[src/rtl/core/lpe_pkg.sv]
// Shared constants for the Legendre polynomial evaluator.
package lpe_pkg;

    // Highest degree evaluated; larger requests are clamped to it.
    localparam int MAX_DEGREE = 255;
    // Fraction bits of the fixed-point format.
    localparam int FRAC_BITS  = 30;

    // Port and product widths.
    localparam int DATA_W = 32;
    localparam int DEG_IN_W = 8;
    localparam int PROD_W = 2 * DATA_W;

    // Width of the step index and of the degree after clamping.
    localparam int DEG_W = $clog2(MAX_DEGREE + 1);
    // Width used to compare the incoming degree against the clamp.
    localparam int CMP_W = (DEG_W > DEG_IN_W) ? DEG_W : DEG_IN_W;

    // The recurrence numerator stays below 3 * i * 2^FRAC_BITS.
    localparam int MAG_W    = FRAC_BITS + DEG_W + 3;
    // Quotient bits resolved per divider cycle.
    localparam int DIV_BITS = 8;
    localparam int DIV_CYC  = (MAG_W + DIV_BITS - 1) / DIV_BITS;
    localparam int DIV_W    = DIV_CYC * DIV_BITS;
    localparam int DCNT_W   = (DIV_CYC > 1) ? $clog2(DIV_CYC) : 1;

    // Fixed-point one and minus one.
    localparam logic signed [DATA_W-1:0] FX_ONE  = DATA_W'(64'd1 << FRAC_BITS);
    localparam logic signed [DATA_W-1:0] FX_MONE = -FX_ONE;

endpackage

[src/rtl/core/legendre_polynomial_eval.sv]
// Legendre polynomial evaluator P_n(x) using Bonnet's recurrence on one shared multiplier.
// Degree 0 or 1 gives a registered result in the cycle after the request; a higher degree n
// runs the recurrence steps for degrees 2 to n, each through a product, a rescale, two scaled
// products, a subtract, divider steps of eight quotient bits each, and an update.
// Throughput: one request at a time; busy is high while a request is in work, and the
// receiver cannot stall. Reset (synchronous, active low) idles the sequencer, drops the strobe.
module legendre_polynomial_eval (
    input  logic                                i_clk,
    input  logic                                i_rst_n,
    input  logic                                start,
    output logic                                busy,
    input  logic signed [lpe_pkg::DATA_W-1:0]   i_x_value,
    input  logic [lpe_pkg::DEG_IN_W-1:0]        i_degree,
    output logic                                o_valid,
    output logic signed [lpe_pkg::DATA_W-1:0]   o_p_value
);

    localparam int DW = lpe_pkg::DATA_W;
    localparam int PW = lpe_pkg::PROD_W;
    localparam int GW = lpe_pkg::DEG_W;
    localparam int VW = lpe_pkg::DIV_W;

    // Sequencer state codes.
    localparam logic [2:0] S_IDLE = 3'd0;
    localparam logic [2:0] S_MUL  = 3'd1;
    localparam logic [2:0] S_RES  = 3'd2;
    localparam logic [2:0] S_MA   = 3'd3;
    localparam logic [2:0] S_MB   = 3'd4;
    localparam logic [2:0] S_SUB  = 3'd5;
    localparam logic [2:0] S_DIV  = 3'd6;
    localparam logic [2:0] S_UPD  = 3'd7;

    localparam logic [VW-1:0] Q_ONE = VW'(1) << lpe_pkg::FRAC_BITS;
    localparam logic signed [PW-1:0] RND_MASK = (PW'(1) << lpe_pkg::FRAC_BITS) - PW'(1);

    logic [2:0]                    r_state;
    logic                          r_valid;
    logic signed [DW-1:0]          r_p_out;
    logic signed [DW-1:0]          r_x;
    logic signed [DW-1:0]          r_p1;
    logic signed [DW-1:0]          r_p2;
    logic signed [DW-1:0]          r_t;
    logic signed [PW-1:0]          r_prod;
    logic signed [PW-1:0]          r_a;
    logic [GW-1:0]                 r_i;
    logic [GW-1:0]                 r_n;
    logic                          r_neg;
    logic [VW-1:0]                 r_mag;
    logic [GW-1:0]                 r_rem;
    logic [lpe_pkg::DCNT_W-1:0]    r_dcnt;

    logic signed [DW-1:0]          x_sat;
    logic [lpe_pkg::CMP_W-1:0]     deg_ext;
    logic [lpe_pkg::CMP_W-1:0]     max_ext;
    logic [GW-1:0]                 deg_sat;
    logic [GW:0]                   c_odd;
    logic [GW-1:0]                 c_prev;
    logic signed [DW-1:0]          mul_a;
    logic signed [DW-1:0]          mul_b;
    logic signed [PW-1:0]          mul_p;
    logic signed [PW-1:0]          scaled;
    logic signed [PW-1:0]          diff;
    logic [PW-1:0]                 diff_abs;
    logic [GW-1:0]                 n_rem;
    logic [VW-1:0]                 n_mag;
    logic                          n_valid;
    logic [VW-1:0]                 q_sat;
    logic signed [DW-1:0]          q_mag;
    logic signed [DW-1:0]          step_res;
    logic                          accept;

    assign accept    = start && !busy;
    assign busy      = (r_state != S_IDLE);
    assign o_valid   = r_valid;
    assign o_p_value = r_p_out;

    // Clamp the argument to [-1, 1] and the degree to the supported maximum.
    assign x_sat   = (i_x_value > lpe_pkg::FX_ONE)  ? lpe_pkg::FX_ONE :
                     (i_x_value < lpe_pkg::FX_MONE) ? lpe_pkg::FX_MONE : i_x_value;
    assign deg_ext = lpe_pkg::CMP_W'(i_degree);
    assign max_ext = lpe_pkg::CMP_W'(lpe_pkg::MAX_DEGREE);
    assign deg_sat = (deg_ext > max_ext) ? max_ext[GW-1:0] : deg_ext[GW-1:0];

    // Recurrence coefficients 2i-1 and i-1.
    assign c_odd  = {r_i, 1'b0} - (GW+1)'(1);
    assign c_prev = r_i - GW'(1);

    // Shared multiplier with its operands chosen by the sequencer state.
    always_comb begin
        case (r_state)
            S_MA: begin
                mul_a = r_t;
                mul_b = DW'(c_odd);
            end
            S_MB: begin
                mul_a = r_p2;
                mul_b = DW'(c_prev);
            end
            default: begin
                mul_a = r_x;
                mul_b = r_p1;
            end
        endcase
    end
    assign mul_p = mul_a * mul_b;

    // Drop the fraction bits, truncating toward zero.
    assign scaled = (r_prod + (r_prod[PW-1] ? RND_MASK : '0)) >>> lpe_pkg::FRAC_BITS;

    // Numerator of the step, split into sign and magnitude for the divider.
    assign diff     = r_a - r_prod;
    assign diff_abs = diff[PW-1] ? PW'(-diff) : PW'(diff);

    // Restoring division of the magnitude by the step index, eight bits per cycle.
    always_comb begin
        logic [GW:0] ext;
        n_rem = r_rem;
        n_mag = r_mag;
        for (int k = 0; k < lpe_pkg::DIV_BITS; k++) begin
            ext   = {n_rem, n_mag[VW-1]};
            n_mag = {n_mag[VW-2:0], 1'b0};
            if (ext >= {1'b0, r_i}) begin
                n_rem    = GW'(ext - {1'b0, r_i});
                n_mag[0] = 1'b1;
            end else begin
                n_rem = ext[GW-1:0];
            end
        end
    end

    // Saturate the quotient to one and restore the sign.
    assign q_sat    = (r_mag > Q_ONE) ? Q_ONE : r_mag;
    assign q_mag    = DW'(q_sat[lpe_pkg::FRAC_BITS:0]);
    assign step_res = r_neg ? -q_mag : q_mag;

    // The strobe is registered from the accept of a short request, or from the last recurrence step.
    assign n_valid = (accept && (deg_sat < GW'(2))) ||
                     ((r_state == S_UPD) && (r_i == r_n));

    // Sequencer and datapath registers.
    always_ff @(posedge i_clk) begin
        if (!i_rst_n) begin
            r_state <= S_IDLE;
            r_valid <= 1'b0;
        end else begin
            r_valid <= n_valid;
            case (r_state)
                S_IDLE: begin
                    if (accept) begin
                        if (deg_sat == GW'(0)) begin
                            r_p_out <= lpe_pkg::FX_ONE;
                        end else if (deg_sat == GW'(1)) begin
                            r_p_out <= x_sat;
                        end else begin
                            r_x     <= x_sat;
                            r_p1    <= x_sat;
                            r_p2    <= lpe_pkg::FX_ONE;
                            r_i     <= GW'(2);
                            r_n     <= deg_sat;
                            r_state <= S_MUL;
                        end
                    end
                end
                S_MUL: begin
                    r_prod  <= mul_p;
                    r_state <= S_RES;
                end
                S_RES: begin
                    r_t     <= scaled[DW-1:0];
                    r_state <= S_MA;
                end
                S_MA: begin
                    r_a     <= mul_p;
                    r_state <= S_MB;
                end
                S_MB: begin
                    r_prod  <= mul_p;
                    r_state <= S_SUB;
                end
                S_SUB: begin
                    r_neg   <= diff[PW-1];
                    r_mag   <= diff_abs[VW-1:0];
                    r_rem   <= '0;
                    r_dcnt  <= '0;
                    r_state <= S_DIV;
                end
                S_DIV: begin
                    r_mag  <= n_mag;
                    r_rem  <= n_rem;
                    r_dcnt <= r_dcnt + lpe_pkg::DCNT_W'(1);
                    if (r_dcnt == lpe_pkg::DCNT_W'(lpe_pkg::DIV_CYC - 1)) begin
                        r_state <= S_UPD;
                    end
                end
                S_UPD: begin
                    r_p2 <= r_p1;
                    r_p1 <= step_res;
                    if (r_i == r_n) begin
                        r_p_out <= step_res;
                        r_state <= S_IDLE;
                    end else begin
                        r_i     <= r_i + GW'(1);
                        r_state <= S_MUL;
                    end
                end
                default: begin
                    r_state <= S_IDLE;
                end
            endcase
        end
    end

    // A finished request always ends with a result strobe.
    a_done_strobe: assert property (@(posedge i_clk) disable iff (!i_rst_n)
        ($fell(busy) && $past(i_rst_n)) |-> o_valid)
        else $error("busy dropped without a result");

    // Results stay within [-1, 1].
    a_range: assert property (@(posedge i_clk) disable iff (!i_rst_n)
        o_valid |-> (o_p_value <= lpe_pkg::FX_ONE && o_p_value >= lpe_pkg::FX_MONE))
        else $error("result outside unit range");

    // A request of degree two or more starts the recurrence.
    a_start: assert property (@(posedge i_clk) disable iff (!i_rst_n)
        (accept && i_degree >= lpe_pkg::DEG_IN_W'(2)) |=> (busy && !o_valid))
        else $error("recurrence did not start");

    // The divider remainder stays below the divisor.
    a_rem: assert property (@(posedge i_clk) disable iff (!i_rst_n)
        (r_state == S_DIV) |-> (r_rem < r_i))
        else $error("divider remainder out of range");

endmodule
[config.mk]
export PLATFORM = sky130hd
export DESIGN_NAME = legendre_polynomial_eval
export DESIGN_NICKNAME = d
export VERILOG_FILES = /design/src/rtl/core/lpe_pkg.sv /design/src/rtl/core/legendre_polynomial_eval.sv
export SDC_FILE = /design/constraint.sdc
export NUM_CORES = 2
export LEC_CHECK = 0
export BUFFER_PORTS_ARGS = -buffer_cell sky130_fd_sc_hd__buf_2
export CORE_MARGIN = 5
export CORE_UTILIZATION = 27
export CTS_CLUSTER_SIZE = 24
export DETAILED_ROUTE_END_ITERATION = 10
export GPL_TIMING_DRIVEN = 0
export REMOVE_ABC_BUFFERS = 1
export SYNTH_ARGS = -nofsm -noshare
export SYNTH_HDL_FRONTEND = slang
export SYNTH_SLANG_ARGS = --single-unit
[constraint.sdc]
create_clock -name i_clk -period 16.9 [get_ports i_clk]
set_clock_uncertainty 0.15 [all_clocks]
set_input_delay 0 -clock i_clk [delete_from_list [all_inputs] [get_ports i_clk]]
set_output_delay 0 -clock i_clk [all_outputs]
set_load 0.02 [all_outputs]
# Word-level counts from Yosys, hierarchy flattened

Cells that the tools add are included.

Register bits: 368
Output and inout bits: 34
Logic and storage cells: 137

$add $sub $neg: 16
Multiply operators: 1
$lt $le $gt $ge: 13
Eq/ne operators: 17
Mux-type cells: 52
Bitwise gates (word level): 2
Reduce and logical (&&, ||, !) cells: 21

Operator list:

| operator                                                               | count |
|---|---|
| 32-bit 2-to-1 mux                                                      | 13 |
| 32-bit case mux with 2 select lines                                    | 5 |
| 8-bit 2-to-1 mux                                                       | 13 |
| 48-bit case mux with 2 select lines                                    | 1 |
| 9-bit by 8-bit greater-or-equal comparator with 1-bit output           | 8 |
| 32-bit by 32-bit multiplier with 64-bit output                         | 1 |
| 64-bit subtractor                                                      | 1 |
| 8-bit subtractor                                                       | 8 |
| 62-bit by 30-bit adder with 62-bit output                              | 1 |
| 48-bit by 31-bit > comparator with 1-bit output, second input constant | 1 |
| 48-bit 2-to-1 mux                                                      | 1 |
| 48-bit negation                                                        | 1 |
| 32-bit > comparator, second input constant                             | 1 |
| 32-bit by 31-bit < comparator with 1-bit output, second input constant | 1 |
| 31-bit negation with 32-bit output                                     | 1 |
| 8-bit case mux with 2 select lines                                     | 2 |
| 31-bit 2-to-1 mux                                                      | 1 |
| 30-bit 2-to-1 mux                                                      | 1 |
| 3-bit case mux with 8 select lines                                     | 1 |
| 3-bit == test, second input constant                                   | 5 |
| 5-bit AND reduction                                                    | 3 |
| 3-bit 2-to-1 mux                                                       | 4 |
| 2-bit != test, second input constant                                   | 5 |
| 2-bit AND reduction                                                    | 5 |
| other kinds (25)                                                       | 38 |

# Depth between registers and ports, before layout

Word-level depth: 17
Mapped depth: 90

# Worst setup path after synthesis

OpenSTA, ideal clock, no wires.

Path type: reg2reg
Start: register r_i[1]
End: register r_rem[4] (data pin)
Library setup time: 266 ps
Arrival: 16856 ps
Data required time: 16484 ps
Slack: -372 ps
Stages on the path, launching flop included: 87
Buffers on the path: 3
Clock period less this slack: 17272 ps
Path through: edfxtp_1 -> inv_1 -> ha_1 -> nand2b_1 -> a21o_4 -> a211o_1 -> and2_1 -> buf_6 -> mux2i_1 -> inv_1 -> ha_1 -> o21a_1 -> o31a_1 -> o31ai_1 -> a31o_2 -> o211ai_1 -> buf_2 -> o21ai_0 -> [... 51 more ...] -> a21oi_1 -> o21ai_0 -> a211o_1 -> mux2i_1 -> mux2i_1 -> ha_1 -> a21o_1 -> a21o_1 -> a21o_1 -> a21o_1 -> a21o_1 -> a21oi_1 -> o21ai_0 -> a21o_1 -> a211o_2 -> buf_6 -> mux2i_1 -> nor2_1

Longest elaborated chain between the ends: 17
Elaborated cells between the ends (all ways): 25
Classes of those cells: 8 x add/sub; 8 x order compare; 9 x mux

Ends and longest elaborated chain:

| what                                                                                                    | RTL line                                                         | source |
|---|---|---|
| from (decl)                                                                                             | legendre_polynomial_eval.sv:45                                   | `logic [GW-1:0] r_i;` |
| from (signal assigned)                                                                                  | legendre_polynomial_eval.sv:202                                  | `r_i <= r_i + GW'(1);` |
| 8-bit subtractor / 9-bit by 8-bit greater-or-equal comparator with 1-bit output (equally long branches) | legendre_polynomial_eval.sv:123, legendre_polynomial_eval.sv:122 |  |
| 8-bit 2-to-1 mux                                                                                        | legendre_polynomial_eval.sv:122                                  | `if (ext >= {1'b0, r_i}) begin` |
| 8-bit subtractor / 9-bit by 8-bit greater-or-equal comparator with 1-bit output (equally long branches) | legendre_polynomial_eval.sv:123, legendre_polynomial_eval.sv:122 |  |
| 8-bit 2-to-1 mux                                                                                        | legendre_polynomial_eval.sv:122                                  |  |
| 8-bit subtractor / 9-bit by 8-bit greater-or-equal comparator with 1-bit output (equally long branches) | legendre_polynomial_eval.sv:123, legendre_polynomial_eval.sv:122 |  |
| 8-bit 2-to-1 mux                                                                                        | legendre_polynomial_eval.sv:122                                  |  |
| 8-bit subtractor / 9-bit by 8-bit greater-or-equal comparator with 1-bit output (equally long branches) | legendre_polynomial_eval.sv:123, legendre_polynomial_eval.sv:122 |  |
| 8-bit 2-to-1 mux                                                                                        | legendre_polynomial_eval.sv:122                                  |  |
| 8-bit subtractor / 9-bit by 8-bit greater-or-equal comparator with 1-bit output (equally long branches) | legendre_polynomial_eval.sv:123, legendre_polynomial_eval.sv:122 |  |
| 8-bit 2-to-1 mux                                                                                        | legendre_polynomial_eval.sv:122                                  |  |
| 8-bit subtractor / 9-bit by 8-bit greater-or-equal comparator with 1-bit output (equally long branches) | legendre_polynomial_eval.sv:123, legendre_polynomial_eval.sv:122 |  |
| 8-bit 2-to-1 mux                                                                                        | legendre_polynomial_eval.sv:122                                  |  |
| 8-bit subtractor / 9-bit by 8-bit greater-or-equal comparator with 1-bit output (equally long branches) | legendre_polynomial_eval.sv:123, legendre_polynomial_eval.sv:122 |  |
| 8-bit 2-to-1 mux                                                                                        | legendre_polynomial_eval.sv:122                                  |  |
| 9-bit by 8-bit greater-or-equal comparator with 1-bit output / 8-bit subtractor (equally long branches) | legendre_polynomial_eval.sv:122, legendre_polynomial_eval.sv:123 |  |
| 8-bit 2-to-1 mux *                                                                                      | legendre_polynomial_eval.sv:122                                  |  |
| 8-bit case mux with 2 select lines *                                                                    | legendre_polynomial_eval.sv:147                                  | `case (r_state)` |
| to (signal assigned)                                                                                    | legendre_polynomial_eval.sv:189                                  | `r_rem <= n_rem;` |
| to (decl)                                                                                               | legendre_polynomial_eval.sv:49                                   | `logic [GW-1:0] r_rem;` |

Every way passes the cells marked *; elsewhere a longest branch is shown, timed or not.
A chain may end at the register's enable or synchronous reset.

# Worst setup path in the final report

Start: register r_i[6]
End: register r_rem[7] (data pin)

Longest elaborated chain between the ends: 17
Elaborated cells between the ends (all ways): 25
Classes of those cells: 8 x add/sub; 8 x order compare; 9 x mux

Ends and longest elaborated chain:

| what                                                                                                    | RTL line |
|---|---|
| 8-bit subtractor / 9-bit by 8-bit greater-or-equal comparator with 1-bit output (equally long branches) | legendre_polynomial_eval.sv:123, legendre_polynomial_eval.sv:122 |
| 8-bit 2-to-1 mux                                                                                        | legendre_polynomial_eval.sv:122 |
| 8-bit subtractor / 9-bit by 8-bit greater-or-equal comparator with 1-bit output (equally long branches) | legendre_polynomial_eval.sv:123, legendre_polynomial_eval.sv:122 |
| 8-bit 2-to-1 mux                                                                                        | legendre_polynomial_eval.sv:122 |
| 9-bit by 8-bit greater-or-equal comparator with 1-bit output / 8-bit subtractor (equally long branches) | legendre_polynomial_eval.sv:122, legendre_polynomial_eval.sv:123 |
| 8-bit 2-to-1 mux                                                                                        | legendre_polynomial_eval.sv:122 |
| 8-bit subtractor / 9-bit by 8-bit greater-or-equal comparator with 1-bit output (equally long branches) | legendre_polynomial_eval.sv:123, legendre_polynomial_eval.sv:122 |
| 8-bit 2-to-1 mux                                                                                        | legendre_polynomial_eval.sv:122 |
| 8-bit subtractor / 9-bit by 8-bit greater-or-equal comparator with 1-bit output (equally long branches) | legendre_polynomial_eval.sv:123, legendre_polynomial_eval.sv:122 |
| 8-bit 2-to-1 mux                                                                                        | legendre_polynomial_eval.sv:122 |
| 8-bit subtractor / 9-bit by 8-bit greater-or-equal comparator with 1-bit output (equally long branches) | legendre_polynomial_eval.sv:123, legendre_polynomial_eval.sv:122 |
| 8-bit 2-to-1 mux                                                                                        | legendre_polynomial_eval.sv:122 |
| 8-bit subtractor / 9-bit by 8-bit greater-or-equal comparator with 1-bit output (equally long branches) | legendre_polynomial_eval.sv:123, legendre_polynomial_eval.sv:122 |
| 8-bit 2-to-1 mux                                                                                        | legendre_polynomial_eval.sv:122 |
| 8-bit subtractor / 9-bit by 8-bit greater-or-equal comparator with 1-bit output (equally long branches) | legendre_polynomial_eval.sv:123, legendre_polynomial_eval.sv:122 |
| 8-bit 2-to-1 mux *                                                                                      | legendre_polynomial_eval.sv:122 |
| 8-bit case mux with 2 select lines *                                                                    | legendre_polynomial_eval.sv:147 |

Marks and branches as above.

==> metrics.txt <==
Hold Path End=r_n[3]$_DFFE_PP_; Site Rows=172; Tightest Hold Check Type=in -> reg; min-delay src=i_degree[3]; core area=220000 um2; overall routed net length=193 mm; initial antenna violation count=21; area delta synth->final=12.1%; critical path required time=17040 ps; period utilisation layout=96.9%; buffer and inverter count on the worst path=6; met2 routed WL=90.7 mm; ys flop type=edfxtp_1; number of cells on the worst reg-to-reg path=79; layout cells sized above 1=7.46%; met1 WL=76.5 mm; Avg WL per Cell=20.6 um; H-tree depth=2; Storage cell area=11000 um2; first-pass GRT wire length=297 mm; post-layout min period=16370 ps; Die ar.=231000 um2; CP Capture Type=register; CP max FO=6; TritonCTS clock tree=yes; CTS Sinks=368; met3 wire len=12.9 mm; total number of vias=45300; mapped cell area=59700 um2; die height=480 um; I/O pins=77; syn_area_per_cell=9.41 um2; reg-to-reg endpoint=r_rem[7]$_SDFFCE_PN0P_; Critical Path AT=16510 ps; critical path's slowest cell=edfxtp_1; ANT nets after route=0; Max Root-Sink Buffers=3; library cells used by synthesis=95; clock root cell=clkbuf_16; multi-input combinational cell area=43800 um2; Final Setup Violations=0; largest net degree at the start of global routing=60; CP delay by family, top=compound AO/OA/AOI/OAI gates; Max Cap Viol=3; Overflow after GRT=0; vias in the first global route=47800; CP Class=reg -> reg; GRT Total Usage=16.7%; drt first-iter violations=3876; Worst-path clk slew=60 ps; Post-layout nets=7838; max layer used=met5; drt via density=4.85; Synth Register Bits=368; EDFF count, synth=364; Clock Latency Late Sink=600 ps; Syn Inst Count=6344; fin. max-slew vios=48; actual slew at the worst max-slew pin=1510 ps; failing checks=max-capacitance violations, max-slew violations; Hold WS=33.2 ps; fillers=22600; FFs w/ async S/R, synth=0%; critical path's largest stage delay=410 ps; reg2reg setup slack=530 ps; number of CTS-inserted buffers=37; Initial Util=27.2%; slew margin rel.=-0.952%; Synth warnings=0; detailed-route DRC error count=0; worst hold path stage count=2; Worst Setup Start Kind=register; Pre-antenna DRT Iters=6; IO buf count=76; Seq/Total Area, Yosys=18.5%; status=complete, but fails checks; post-DP HPWL=154 mm; Hold Violations, Final=0; Reg-to-Reg Start=r_i[6]$_SDFFCE_PN0P_; fmax=61.1 MHz; Die W=480 um; GPL Wtd Cong=0.909; most frequent cell on the critical path=a21oi_2
## routing by layer
layer,global-route usage [%],vias up
li1,-,19900
met1,21.3,23200
met2,27.8,1721
met3,2.01,406
met4,8.69,2
met5,0,-
## kinds of logic (layout without fill, tap and decap cells)
| kind of cell | Yosys count | count (layout) | synth area share [%] |
|---|---|---|---|
| and+or+nand+nor | 1852 | 1852 | 13.8 |
| buffers and inverters | 1542 | 1576 | 9.75 |
| adders and majority gates | 1441 | 1441 | 43.9 |
| AOI/OAI and AO/OA | 822 | 823 | 9.17 |
| DFF | 368 | 368 | 18.5 |
| xor gates and xnor gates | 271 | 271 | 3.98 |
| muxes | 48 | 48 | 0.866 |
| other | 0 | 2 | 0 |
## layout by cell type, fill, tap and decap left out, types with 32 or more instances in the layout
master	count
nand2b_1	54
dlygate4sd3_1	45
nand3_1	61
and2_1	90
buf_2	76
fa_1	1090
o21a_1	43
xor2_1	75
nor3_1	50
xnor2_1	196
clkbuf_16	37
o21ai_1	32
nand2_1	973
and3_1	90
ha_1	331
edfxtp_1	364
inv_1	1256
buf_4	73
nor2_1	332
o21ai_0	145
a21o_1	165
a21oi_1	179
nor2b_1	40
## cell usage after synthesis (110+ instances only)
cell type     n  share of area, %
and3_1      110               1.2
nand2_1     979               6.2
clkbuf_1    256               1.6
ha_1        350               7.3
nor2_1      340               2.1
xnor2_1     196               2.9
a21o_1      165               2.1
o21ai_0     168               1.4
edfxtp_1    364                18
fa_1       1091                37
inv_1      1267               8.0
a21oi_1     194               1.6
## stage by stage
| step | TNS (ps) | utilization [%] | instance area, um2 | instances | setup WS [ps] |
|---|---|---|---|---|---|
| detailed placement | -39760 | 29.1 | 64000 | 9155 | -4300 |
| CTS | 0 | 30.2 | 66300 | 9302 | 2.25 |
| finish | 0 | 30.4 | 66900 | 9339 | 530 |
| floorplan | -3680 | - | 58600 | 6069 | -426 |
| global route | -624 | 30.4 | 66900 | 9338 | -113 |
| global placement | -103170 | 28.5 | 62700 | 9103 | -3950 |
## state kept, by name, indices dropped and copies added (netlist names)
signal / flops
r_a: 64
r_prod: 64
r_mag: 48
o_p_value: 32
r_p1: 32
r_p2: 32
r_t: 32
r_x: 32
r_i: 8
r_n: 8
r_rem: 8
r_dcnt: 3
r_state: 3
o_valid: 1
r_neg: 1
## worst max path at each step
stage / startpoint / endpoint / slack (ps) / cells after the start
finish: r_i[6]$_SDFFCE_PN0P_ / r_rem[7]$_SDFFCE_PN0P_ / 530 / 79
global route: r_i[3]$_SDFFCE_PN0P_ / r_rem[4]$_SDFFCE_PN0P_ / -110 / 85
CTS: r_i[1]$_SDFFCE_PN1P_ / r_rem[7]$_SDFFCE_PN0P_ / 2 / 84
detailed placement: r_i[1]$_SDFFCE_PN1P_ / r_rem[6]$_SDFFCE_PN0P_ / -4300 / 81
global placement: r_i[1]$_SDFFCE_PN1P_ / r_rem[7]$_SDFFCE_PN0P_ / -3950 / 81
floorplan: r_i[1]$_SDFFCE_PN1P_ / r_rem[3]$_SDFFCE_PN0P_ / -430 / 84
## final cells by class
| type | count | share of cell area (%) |
|---|---|---|
| Sequential cell | 368 | 16.5 |
| Antenna cell | 2 | 0.00748 |
| Tap cell | 2958 | 5.53 |
| Clock inverter | 22 | 0.404 |
| Multi-Input combinational cell | 4435 | 65.5 |
| Timing Repair Buffer | 245 | 3.51 |
| Inverter | 1267 | 7.15 |
| Clock buffer | 42 | 1.46 |
## what timing repair did
action                     CTS  global route
hold buffers                45             0
resized for setup           81            53
buffers inserted            36            32
pin swaps                   24            37
hold endpoints to repair   147             0
gates cloned                 2             0
setup endpoints to repair   10             9
Power is not shown: default switching activity piles up to over one toggle a cycle in this logic, so the estimate is an artifact.
